[src/rtl/text_console_cursor_engine_assert.svh]
// Assertion macros for the text console cursor engine.
// Included by the top level; needs nothing else.
`ifndef TEXT_CONSOLE_CURSOR_ENGINE_ASSERT_SVH
`define TEXT_CONSOLE_CURSOR_ENGINE_ASSERT_SVH

// Same-cycle implication, checked while out of reset.
`define TCCE_ASSERT_SAME(label, clk, rst_n, ante, cons) \
    label: assert property (@(posedge clk) disable iff (!rst_n) (ante) |-> (cons)) \
        else $error("tcce: same-cycle check failed");

// Next-cycle implication, checked while out of reset.
`define TCCE_ASSERT_NEXT(label, clk, rst_n, ante, cons) \
    label: assert property (@(posedge clk) disable iff (!rst_n) (ante) |=> (cons)) \
        else $error("tcce: next-cycle check failed");

`endif

[src/rtl/tcce_index_unit.sv]
// Shared index unit: row times COLUMNS plus column, registered.
// Serves cell addresses and the reported cursor location; no package needed.
`default_nettype none

module tcce_index_unit #(
    parameter int COLUMNS = 80,
    parameter int ROWS    = 25
) (
    input  wire logic                                  clk,
    input  wire logic [$clog2(COLUMNS)-1:0]            col,
    input  wire logic [$clog2(ROWS)-1:0]               row,
    output logic      [$clog2(COLUMNS*ROWS)-1:0]       idx
);
    localparam int ADDR_W = $clog2(COLUMNS * ROWS);

    logic [ADDR_W-1:0] product;

    // Constant multiply plus add; the result lies below COLUMNS*ROWS when col and row are in range.
    assign product = ADDR_W'(row) * ADDR_W'(COLUMNS);

    always_ff @(posedge clk)
    begin
        idx <= product + ADDR_W'(col);
    end

endmodule

`default_nettype wire
[config.mk]
export PLATFORM = sky130hd
export DESIGN_NAME = tcce_index_unit
export DESIGN_NICKNAME = d
export VERILOG_FILES = /design/src/rtl/text_console_cursor_engine_assert.svh /design/src/rtl/tcce_index_unit.sv
export SDC_FILE = /design/constraint.sdc
export NUM_CORES = 1
export LEC_CHECK = 0
export BUFFER_PORTS_ARGS = -buffer_cell sky130_fd_sc_hd__buf_2
export CORE_UTILIZATION = 35
export DETAILED_ROUTE_END_ITERATION = 8
export GPL_TIMING_DRIVEN = 0
export HOLD_SLACK_MARGIN = 0.08
export SYNTH_ARGS = -nofsm -noshare
export SYNTH_HDL_FRONTEND = slang
export SYNTH_SLANG_ARGS = --single-unit
[constraint.sdc]
create_clock -name clk -period 3.3 [get_ports clk]
set_clock_uncertainty 0.05 [all_clocks]
set_input_delay 0.165 -clock clk [delete_from_list [all_inputs] [get_ports clk]]
set_output_delay 0.165 -clock clk [all_outputs]
set_load 0.005 [all_outputs]
### After elaboration in Yosys (flattened, before gate mapping)

Index checks and enable logic that the tools add are counted.

| word-level totals | value |
|---|---|
| bits in registers | 11 |
| bits of input ports | 13 |
| word-level logic and storage cells | 3 |
| bits in writable memories | 0 |
| memories kept | 0 |
| ROM bits | 0 |
| latch bits | 0 |
| output and inout bits | 11 |

| cells by class | value |
|---|---|
| shift operators | 0 |
| equal/unequal tests | 0 |
| multiply operators | 1 |
| bitwise logic cells | 0 |
| add/subtract/negate cells | 1 |
| $lt $le $gt $ge | 0 |
| mux-type cells | 0 |
| div/mod/pow operators | 0 |
| reductions and logical operators | 0 |

Operator list:

| operator | count |
|---|---|
| $add A11 B7 Y11 | 1 |
| $mul A5 B3 Y7 const B | 1 |

### Logic depth before layout (Yosys ltp)

Gate-level depths: netlist (run 1).

| logic depth | value |
|---|---|
| word-level depth | 2 |
| mapped depth | 7 |
| mapped depth without buffers | 7 |

### Worst setup path after synthesis (run 1)

Ideal clock, no wire load.

| timing | value |
|---|---|
| kind | input -> register |
| start | input port row[1] |
| end | register idx[10] |
| arrival time | 1.655 ns |
| slack | 1.523 ns |
| path buffers | 0 |
| setup time | 0.072 ns |
| cell stages on the path | 7 |
| data required time | 3.178 ns |
| cell sequence | ha_1 ha_1 fa_1 xor2_1 nand4_1 xnor2_1 xnor2_1 |

| on the way | value |
|---|---|
| cells in the longest elaborated chain, start to end | 2 |

RTL lines:

| element | RTL line | RTL |
|---|---|---|
| start: declaration | tcce_index_unit.sv:11 | `input wire logic [$clog2(ROWS)-1:0] row,` |
| $mul A5 B3 Y7 | tcce_index_unit.sv:19 | `assign product = ADDR_W'(row) * ADDR_W'(COLUMNS);` |
| $add A11 B7 Y11 | tcce_index_unit.sv:23 | `idx <= product + ADDR_W'(col);` |
| end signal: assignment | tcce_index_unit.sv:23 |  |
| end: declaration | tcce_index_unit.sv:12 | `output logic [$clog2(COLUMNS*ROWS)-1:0] idx` |

Every way passes these cells.

### Worst setup path after layout (run 1)

| timing | value |
|---|---|
| start | input port row[4] |
| end | register idx[10] |

Same word-level chain as after synthesis.

==> results of run 1 <==
[report_power, final]
| group | leakage [uW] | internal (uW) | total [uW] | switching [uW] |
|---|---|---|---|---|
| combinational | 0.000264 | 50.1 | 90.1 | 40.1 |
| clock | 0.0000150 | 46.6 | 84.6 | 38.0 |
| sequential | 0.0000928 | 156 | 160 | 4.00 |
| total | 0.000372 | 252 | 334 | 82.1 |
[cell usage after synthesis]
library cell / count / area, um^2
nand2_1: 2 / 7.510
xnor2_1: 4 / 35.03
fa_1: 2 / 40.04
dfxtp_1: 11 / 220.2
a21oi_1: 2 / 10.01
nor2_1: 1 / 3.750
ha_1: 9 / 112.6
xor2_1: 3 / 26.28
a21o_1: 3 / 22.52
nand4_1: 1 / 6.260
[cell type report]
cell class / instances / area (um^2)
Sequential cell: 11 / 220.2
Multi-Input combinational cell: 27 / 264.0
Fill cell: 131 / 596.8
Timing Repair Buffer: 29 / 175.2
Clock buffer: 4 / 26.28
Tap cell: 15 / 18.77
[kinds of logic after synthesis]
group,count (synthesis),synth area share [%]
XOR/XNOR,7,12.66
flip-flops,11,45.48
AO/OA/AOI/OAI,5,6.718
adder cells (fa/ha/maj),11,31.53
AND/OR/NAND/NOR,4,3.618
[metrics by stage]
stage          cells  hold slack (ns)
3_5_place_dp      76           0.2192
5_1_grt           86          0.09491
4_1_cts           86          0.08531
3_3_place_gp      76           0.2178
6_report          86          0.09623
2_1_floorplan     38           0.1427
[worst paths after layout]
path / to / slack (ns) / depth (start not counted)
worst max-delay path: idx[10] / 1.16 / 8
worst min-delay path: idx[4] / 0.1 / 2
[cells in the final DEF, fill, tap and decap left out]
| cell type | instances |
|---|---|
| buf_2 | 23 |
| dfxtp_1 | 11 |
| ha_1 | 9 |
| dlygate4sd3_1 | 6 |
| xnor2_1 | 4 |
| a21o_1 | 3 |
| xor2_1 | 3 |
| clkbuf_4 | 3 |
| a21oi_1 | 2 |
| nand2_1 | 2 |
| fa_1 | 2 |
| nand4_1 | 1 |
| nor2_1 | 1 |
| clkbuf_1 | 1 |
[metal layers]
metal	up-vias	track usage, %
li1	197	-
met1	145	13.49
met2	17	18.33
met3	0	5.202
met4	0	12.93
met5	-	0
==> flow_metrics.tcl, run 1 <==
set metrics [dict create \
    status "finished, final reports clean" \
    syn_nets 62 \
    portBuffers 23 \
    routedWlPerCell_um 9.244 \
    worst_pin_slew_ns 0.2104 \
    fp.dieW_um 39.20 \
    ys_seq_area_share_pct 45.48 \
    ys.warnings.count 0 \
    cp.required_ns 3.43 \
    cts.sinks 11 \
    synth_cell_types 10 \
    holdCritPathClass "primary input to register" \
    avgSynthCellArea_um2 12.74 \
    power_uw 334.3 \
    crit_family "adder cells" \
    grt_max_degree 7 \
    dieArea_mm2 0.001536 \
    start_kind "primary input" \
    cts_setup_buffers 0 \
    h-tree-depth 1 \
    critical-path-max-stage-delay_ns 0.53 \
    final.setup.tns_ns 0 \
    syn_to_final_growth_pct 45.48 \
    finalCritPeriodShare_pct 64.96 \
    syn_area_um2 484.2 \
    reg_top3 "idx x11" \
    dr_total_vias 359 \
    post_dp_cell_area_um2 618.1 \
    drive_above_1_share_pct 36.62 \
    critPathBufInv 2 \
    ant_nets 0 \
    drv_cap 0 \
    cts_made_buffers 3 \
    crit_type "primary input to register" \
    vias_per_cell 4.174 \
    ioPinCount 24 \
    relSlewSlack_pct 85.93 \
    p_leak_uw 0.0003720 \
    grt.overflow.total 0 \
    ys_ff_latch 11 \
    post-place-ws_ns 1.258 \
    fmax_mhz 466.5 \
    finalHoldViolCount 0 \
    clkTransAtPathRegs_ns 0.06 \
    min-delay-start "row[0]" \
    syn_inst 38 \
    first_global_vias 322 \
    track_usage_pct 12.77 \
    crit_arrival_ns 2.28 \
    fin_util_pct 54.13 \
    cp_common_cell "xnor2_1" \
    rows 13 \
    regMostFlops "idx" \
    clock_path_buffers 2 \
    num-nets-final 96 \
    initial_utilization_pct 37.21 \
    antenna_found_initial 0 \
    drt_first_pass_iters 2 \
    drc_errors 0 \
    cts_tree "yes" \
    post_cts_resize_count 0 \
    dieHeight_um 39.20 \
    powerDensity_mw_per_mm2 474.6 \
    path_cells "dlygate4sd3_1 -> buf_2 -> ha_1 -> fa_1 -> xor2_1 -> nand4_1 -> xnor2_1 -> xnor2_1" \
    setup_viol 0 \
    crit_start "row[4]" \
    highest_layer "met3" \
    met3_length_um 51 \
    largest_reg_flops 11 \
    final_max_slew_viol_count 0 \
    wl_met2_um 356 \
    final_area_um2 704.4 \
    worst_ir_drop_vdd_mv 0.1773 \
    drtIter0Drc 1 \
    drt_wl_total_um 795 \
    cpMaxStageDelayCell "dlygate4sd3_1" \
    place_congestion 0.6625 \
    core-area_mm2 0.001301 \
    end_kind "register" \
    hold_buffers 6 \
    rsz0062_at_grt "false" \
    setup_ws_ns 1.156 \
    dp_hpwl_um 657.9 \
    crit_fanout 2 \
    grt_pass1_wl_um 1214 \
    wl_met1_um 387 \
    ctsRootBufferMaster "clkbuf_4" \
    antenna_cells 0 \
    layout_min_cycle_time_ns 2.144 \
]
Power figures use the tool's default switching activity.
==> run 2: changes to the inputs <==
--- a/config.mk
+++ b/config.mk
@@ -5,6 +5,7 @@
 export SDC_FILE = /design/constraint.sdc
 export NUM_CORES = 1
 export LEC_CHECK = 0
+export ABC_AREA = 1
 export BUFFER_PORTS_ARGS = -buffer_cell sky130_fd_sc_hd__buf_2
 export CORE_UTILIZATION = 35
 export DETAILED_ROUTE_END_ITERATION = 8
==> constraint.sdc (replaced) <==
create_clock -name clk -period 2.15 [get_ports clk]
set_clock_uncertainty 0.05 [all_clocks]
set_input_delay 0.1075 -clock clk [delete_from_list [all_inputs] [get_ports clk]]
set_output_delay 0.1075 -clock clk [all_outputs]
set_load 0.005 [all_outputs]
==> flow_metrics.tcl, run 2 <==
set metrics [dict create \
    status "finished, final reports clean" \
    multi_input_area_um2 312.8 \
    setup_viol 0 \
    power_uw 529.4 \
    syn_inst 62 \
    fmax_mhz 620.7 \
    cts.sinks 11 \
    dieArea_mm2 0.001762 \
    crit_type "primary input to register" \
    drt_wl_total_um 989 \
    cp.required_ns 2.26 \
    relSlewSlack_pct 88.91 \
    rsz0062_at_grt "false" \
    synth_top_area_share_pct 39.37 \
    fp.dieW_um 41.98 \
    path_cells "dlygate4sd3_1 -> buf_2 -> ha_1 -> fa_1 -> nand2_1 -> nand2_1 -> inv_1 -> nor2_1 -> nand3_1 -> nand2_1" \
    antenna_found_initial 0 \
    ys_seq_area_share_pct 39.37 \
    grt.overflow.total 0 \
    drive_above_1_share_pct 28.13 \
    synth_most_common_cell "nand2_1" \
    cpMaxStageDelayCell "dlygate4sd3_1" \
    dp_hpwl_um 834.1 \
    p_leak_uw 0.0004292 \
    place_congestion 0.7091 \
    core-area_mm2 0.001506 \
    ioPinCount 24 \
    critPathBufInv 3 \
    cts_setup_buffers 0 \
    layout_common_cells "buf_2 (23), nand2_1 (17), dfxtp_1 (11)" \
    num-nets-final 121 \
    syn_to_final_growth_pct 41.39 \
    regMostFlops "idx" \
    track_usage_pct 12.96 \
    syn_area_um2 559.3 \
    drv_cap 0 \
    mostFrequentLayoutCell "buf_2" \
    vias_per_cell 4.393 \
    holdCritPathClass "primary input to register" \
    regArea_um2 220.2 \
    cts_made_buffers 3 \
    synth-edff-count 0 \
    routedWlPerCell_um 8.830 \
    ys_top_cells_by_area "dfxtp_1 (39%), ha_1 (20%), nand2_1 (11%), nand3_1 (8.1%), fa_1 (7.2%)" \
    post_cts_resize_count 0 \
    syn_nets 86 \
    synth_top_area_cell "dfxtp_1" \
    drtIter0Drc 0 \
    worst_pin_slew_ns 0.1663 \
    worst_ir_drop_vdd_mv 0.3496 \
    critical-path-max-stage-delay_ns 0.53 \
    clkTransAtPathRegs_ns 0.06 \
    portBuffers 23 \
    final.setup.tns_ns 0 \
    initial_utilization_pct 37.13 \
    cts_tree "yes" \
    h-tree-depth 1 \
    drc_errors 0 \
    start_kind "primary input" \
    ant_nets 0 \
    synth_cell_types 12 \
    avgSynthCellArea_um2 9.021 \
    finalHoldViolCount 0 \
    end_kind "register" \
    fillers 145 \
    first_global_vias 441 \
    rows 14 \
    clock_path_buffers 2 \
    synth-main-ff-cell "dfxtp_1" \
    dr_total_vias 492 \
    cp_common_cell "nand2_1" \
    antenna_cells 0 \
    ys.warnings.count 0 \
    synth_common_cells "nand2_1 (17), dfxtp_1 (11), ha_1 (9), nand3_1 (9), inv_1 (7)" \
    largest_reg_flops 11 \
    finalCritPeriodShare_pct 74.93 \
    async_flop_share_pct 0 \
    reg_top3 "idx x11" \
    ys_ff_latch 11 \
    grt_max_degree 7 \
    final_max_slew_viol_count 0 \
    ctsRootBufferMaster "clkbuf_4" \
    crit_fanout 3 \
    powerDensity_mw_per_mm2 669.5 \
    layout_min_cycle_time_ns 1.611 \
    drt_first_pass_iters 1 \
    crit_arrival_ns 1.72 \
    crit_family "buffers and inverters" \
    dieHeight_um 41.98 \
    grt_pass1_wl_um 1683 \
]
[run 2: cell count changes in the layout (fill, tap and decap cells not counted), sizes merged]
cell,change
nand2,+15
nand3,+10
inv,+7
a21o,-3
xnor2,-3
a21oi,-1
dlygate4sd3,+1
xor2,-1
[run 2: cell families after synthesis]
group | count (synthesis) | share of synthesized area, %
buffers and inverters | 7 | 4.699
DFF | 11 | 39.37
xor gates and xnor gates | 3 | 4.699
AOI/OAI and AO/OA | 1 | 0.8940
adders and majority gates | 11 | 27.29
and+or+nand+nor | 29 | 23.04
[run 2: layer usage]
layer  part of all wire, %  track usage (%)  vias to the layer above  routed length (um)
li1                      -                -                      268                   -
met1                    46            15.57                      199                 458
met2                    44            20.00                       21                 438
met3                   5.5            1.724                        4                  54
met4                   3.8            11.61                        0                  38
met5                     0                0                        -                   0
[run 2: path summary, 6_finish.rpt]
| kind | from | endpoint | cells after the start |
|---|---|---|---|
| worst min-delay path | row[1] | idx[5] | 2 |
| worst max-delay path | col[4] | idx[10] | 10 |
[run 2: area by class of cell]
class,count,area share [%]
Inverter,7,3.323
Sequential cell,11,27.85
Timing Repair Buffer,30,23.42
Multi-Input combinational cell,44,39.56
Clock buffer,4,3.323
Tap cell,16,2.532
[run 2: through the flow]
stage | setup slack, ns | utilization (%) | cell area, um^2 | instances | hold WS [ns]
6_report | 0.5390 | 52.49 | 790.8 | 112 | 0.1015
3_3_place_gp | 0.3129 | 46.10 | 694.4 | 101 | 0.1621
5_1_grt | 0.4476 | 52.49 | 790.8 | 112 | 0.1110
4_1_cts | 0.5413 | 52.49 | 790.8 | 112 | 0.09794
3_5_place_dp | 0.2757 | 46.10 | 694.4 | 101 | 0.1622
2_1_floorplan | 0.5431 | - | 559.3 | 62 | 0.08522
[run 2: repair_timing]
action	4_1_cts	5_1_grt
endpoints found under the hold margin	6	0
hold buffers	7	0
endpoints found under the setup margin	0	0
[run 2: where the power goes]
part / leakage, uW / switching, uW / internal (uW) / total, uW
registers: 0.0000928 / 7.28 / 237 / 244
logic: 0.000321 / 74.1 / 77.6 / 152
clock network: 0.0000150 / 62.1 / 71.7 / 134
total: 0.000429 / 143 / 386 / 529
==> run 3: changes to the inputs <==
--- a/config.mk
+++ b/config.mk
@@ -5,12 +5,13 @@
 export SDC_FILE = /design/constraint.sdc
 export NUM_CORES = 1
 export LEC_CHECK = 0
-export ABC_AREA = 1
+export ABC_AREA = 0
 export BUFFER_PORTS_ARGS = -buffer_cell sky130_fd_sc_hd__buf_2
 export CORE_UTILIZATION = 35
 export DETAILED_ROUTE_END_ITERATION = 8
 export GPL_TIMING_DRIVEN = 0
 export HOLD_SLACK_MARGIN = 0.08
+export PLACE_DENSITY = 0.66
 export SYNTH_ARGS = -nofsm -noshare
 export SYNTH_HDL_FRONTEND = slang
 export SYNTH_SLANG_ARGS = --single-unit
==> constraint.sdc (replaced) <==
create_clock -name clk -period 1.41 [get_ports clk]
set_clock_uncertainty 0.05 [all_clocks]
set_input_delay 0.0705 -clock clk [delete_from_list [all_inputs] [get_ports clk]]
set_output_delay 0.0705 -clock clk [all_outputs]
set_load 0.005 [all_outputs]
==> flow_metrics.tcl, run 3 (synthesis results as in run 1) <==
set metrics [dict create \
    status "finished, final reports clean" \
    grt_max_degree 7 \
    regMostFlops "idx" \
    powerDensity_mw_per_mm2 1055 \
    finalHoldViolCount 0 \
    post_dp_cell_area_um2 648.1 \
    dieArea_mm2 0.001536 \
    p_leak_uw 0.0003841 \
    clkPwrFrac_pct 24.1 \
    mostFrequentLayoutCell "buf_2" \
    crit_type "primary input to register" \
    drt_wl_total_um 924 \
    antenna_found_initial 0 \
    worst_pin_slew_ns 0.2466 \
    drive_above_1_share_pct 45.21 \
    h-tree-depth 1 \
    fp.dieW_um 39.20 \
    final_area_um2 788.3 \
    holdCritPathClass "primary input to register" \
    num-nets-final 98 \
    rows 13 \
    cts_tree "yes" \
    cts.sinks 11 \
    cpMaxStageDelayCell "fa_2" \
    vias_per_cell 4.489 \
    track_usage_pct 15.23 \
    crit_fanout 3 \
    ctsRootBufferMaster "clkbuf_4" \
    layout_common_cells "buf_2 (21), dfxtp_1 (11), dlygate4sd3_1 (7)" \
    ant_nets 0 \
    hold_depth 3 \
    initial_utilization_pct 37.21 \
    syn_to_final_growth_pct 62.79 \
    place_congestion 0.6854 \
    drtIter0Drc 1 \
    first_global_vias 376 \
    min_to "idx[6]" \
    p_int_uw 626.0 \
    critical-path-max-stage-delay_ns 0.55 \
    regArea_um2 220.2 \
    p_comb_share_pct 30.9 \
    cp.required_ns 1.51 \
    largest_reg_flops 11 \
    clock_path_buffers 2 \
    end_kind "register" \
    clkTransAtPathRegs_ns 0.06 \
    grt_pass1_wl_um 1476 \
    power.switching_uw 205.9 \
    crit_family "adder cells" \
    core-area_mm2 0.001301 \
    drv_cap 0 \
    relSlewSlack_pct 83.56 \
    rsz0062_at_grt "true" \
    path_cells "buf_8 -> ha_4 -> ha_4 -> fa_2 -> nand4_1 -> xnor2_1 -> xnor2_1" \
    start_kind "primary input" \
    drc_errors 0 \
    drt_first_pass_iters 5 \
    fillers 117 \
    dr_total_vias 395 \
    multi_input_area_um2 314.1 \
    finalCritPeriodShare_pct 98.54 \
    fmax_mhz 719.8 \
    critPathBufInv 1 \
    min-delay-start "col[6]" \
    final_max_slew_viol_count 0 \
    grt.overflow.total 0 \
    portBuffers 23 \
    antenna_cells 0 \
    layout_min_cycle_time_ns 1.389 \
    final.setup.tns_ns 0 \
    routedWlPerCell_um 10.50 \
    p_seq_share_pct 45.0 \
    setup_viol 0 \
    crit_arrival_ns 1.49 \
    cts_made_buffers 3 \
    dieHeight_um 39.20 \
    ioPinCount 24 \
    worst_ir_drop_vdd_mv 0.4244 \
    p_sw_share_pct 24.75 \
    reg_top3 "idx x11" \
]
## run 3: changes by cell type in the layout (fill, tap and decap cells not counted), sizes merged
cell   before  now
nand2      17    2
nand3      10    0
inv         7    0
a21o        0    3
xnor2       1    4
a21oi       1    2
buf        23   24
xor2        2    3
## run 3: cell type report
| class | count | share of cell area [%] |
|---|---|---|
| Multi-Input combinational cell | 27 | 39.84 |
| Sequential cell | 11 | 27.94 |
| Timing Repair Buffer | 31 | 26.51 |
| Clock buffer | 4 | 3.333 |
| Tap cell | 15 | 2.381 |
## run 3: how the worst max path moves through the flow
stage,start,endpoint,depth (start not counted)
finish,row[3],idx[10],7
global route,row[3],idx[10],7
CTS,row[3],idx[10],7
detailed placement,row[1],idx[10],8
global placement,row[1],idx[10],8
floorplan,row[1],idx[10],7
## run 3: per-layer routing
metal / vias to the layer above / share of wire (%) / wire length, um / GRT usage, %
met2: 19 / 55 / 506 / 27.92
met5: - / 0 / 0 / 0
li1: 199 / - / - / -
met3: 2 / 6.6 / 61 / 1.734
met1: 175 / 37 / 343 / 14.74
met4: 0 / 1.3 / 12 / 12.93
## run 3: what timing repair did
item / 4_1_cts / 5_1_grt
hold buffers: 7 / 0
buffers inserted: 1 / 0
hold endpoints to repair: 7 / 0
pin swaps: 6 / 1
endpoints found under the setup margin: 1 / 1
gates resized for setup: 6 / 1
## run 3: power by group through the flow
| stage | Combinational [uW] | Sequential [uW] | Clock [uW] |
|---|---|---|---|
| global placement | 211 | 381 | 0 |
| floorplan | 115 | 393 | 0 |
| global route | 293 | 379 | 222 |
| detailed placement | 215 | 382 | 0 |
| finish | 257 | 374 | 200 |
| CTS | 257 | 375 | 213 |
## run 3: through the flow
stage          total power, uW  setup WS (ns)  hold slack, ns  util, %  instances
6_report                 831.9        0.02064          0.1324    60.58         88
5_1_grt                  894.0       -0.05286          0.1624    60.58         88
4_1_cts                  844.6       0.008642          0.1239    60.29         88
3_5_place_dp             596.7        -0.3901          0.1273    49.81         76
3_3_place_gp             591.8        -0.3778          0.1260    49.81         76
2_1_floorplan            507.6        -0.1530         0.04822        -         38
## run 3: tightest hold or removal path, delay by kind of cell
kind,cells,cell delay [ns]
xor gates and xnor gates,1,0.07
buffers and inverters,1,0.08
adders and majority gates,1,0.17
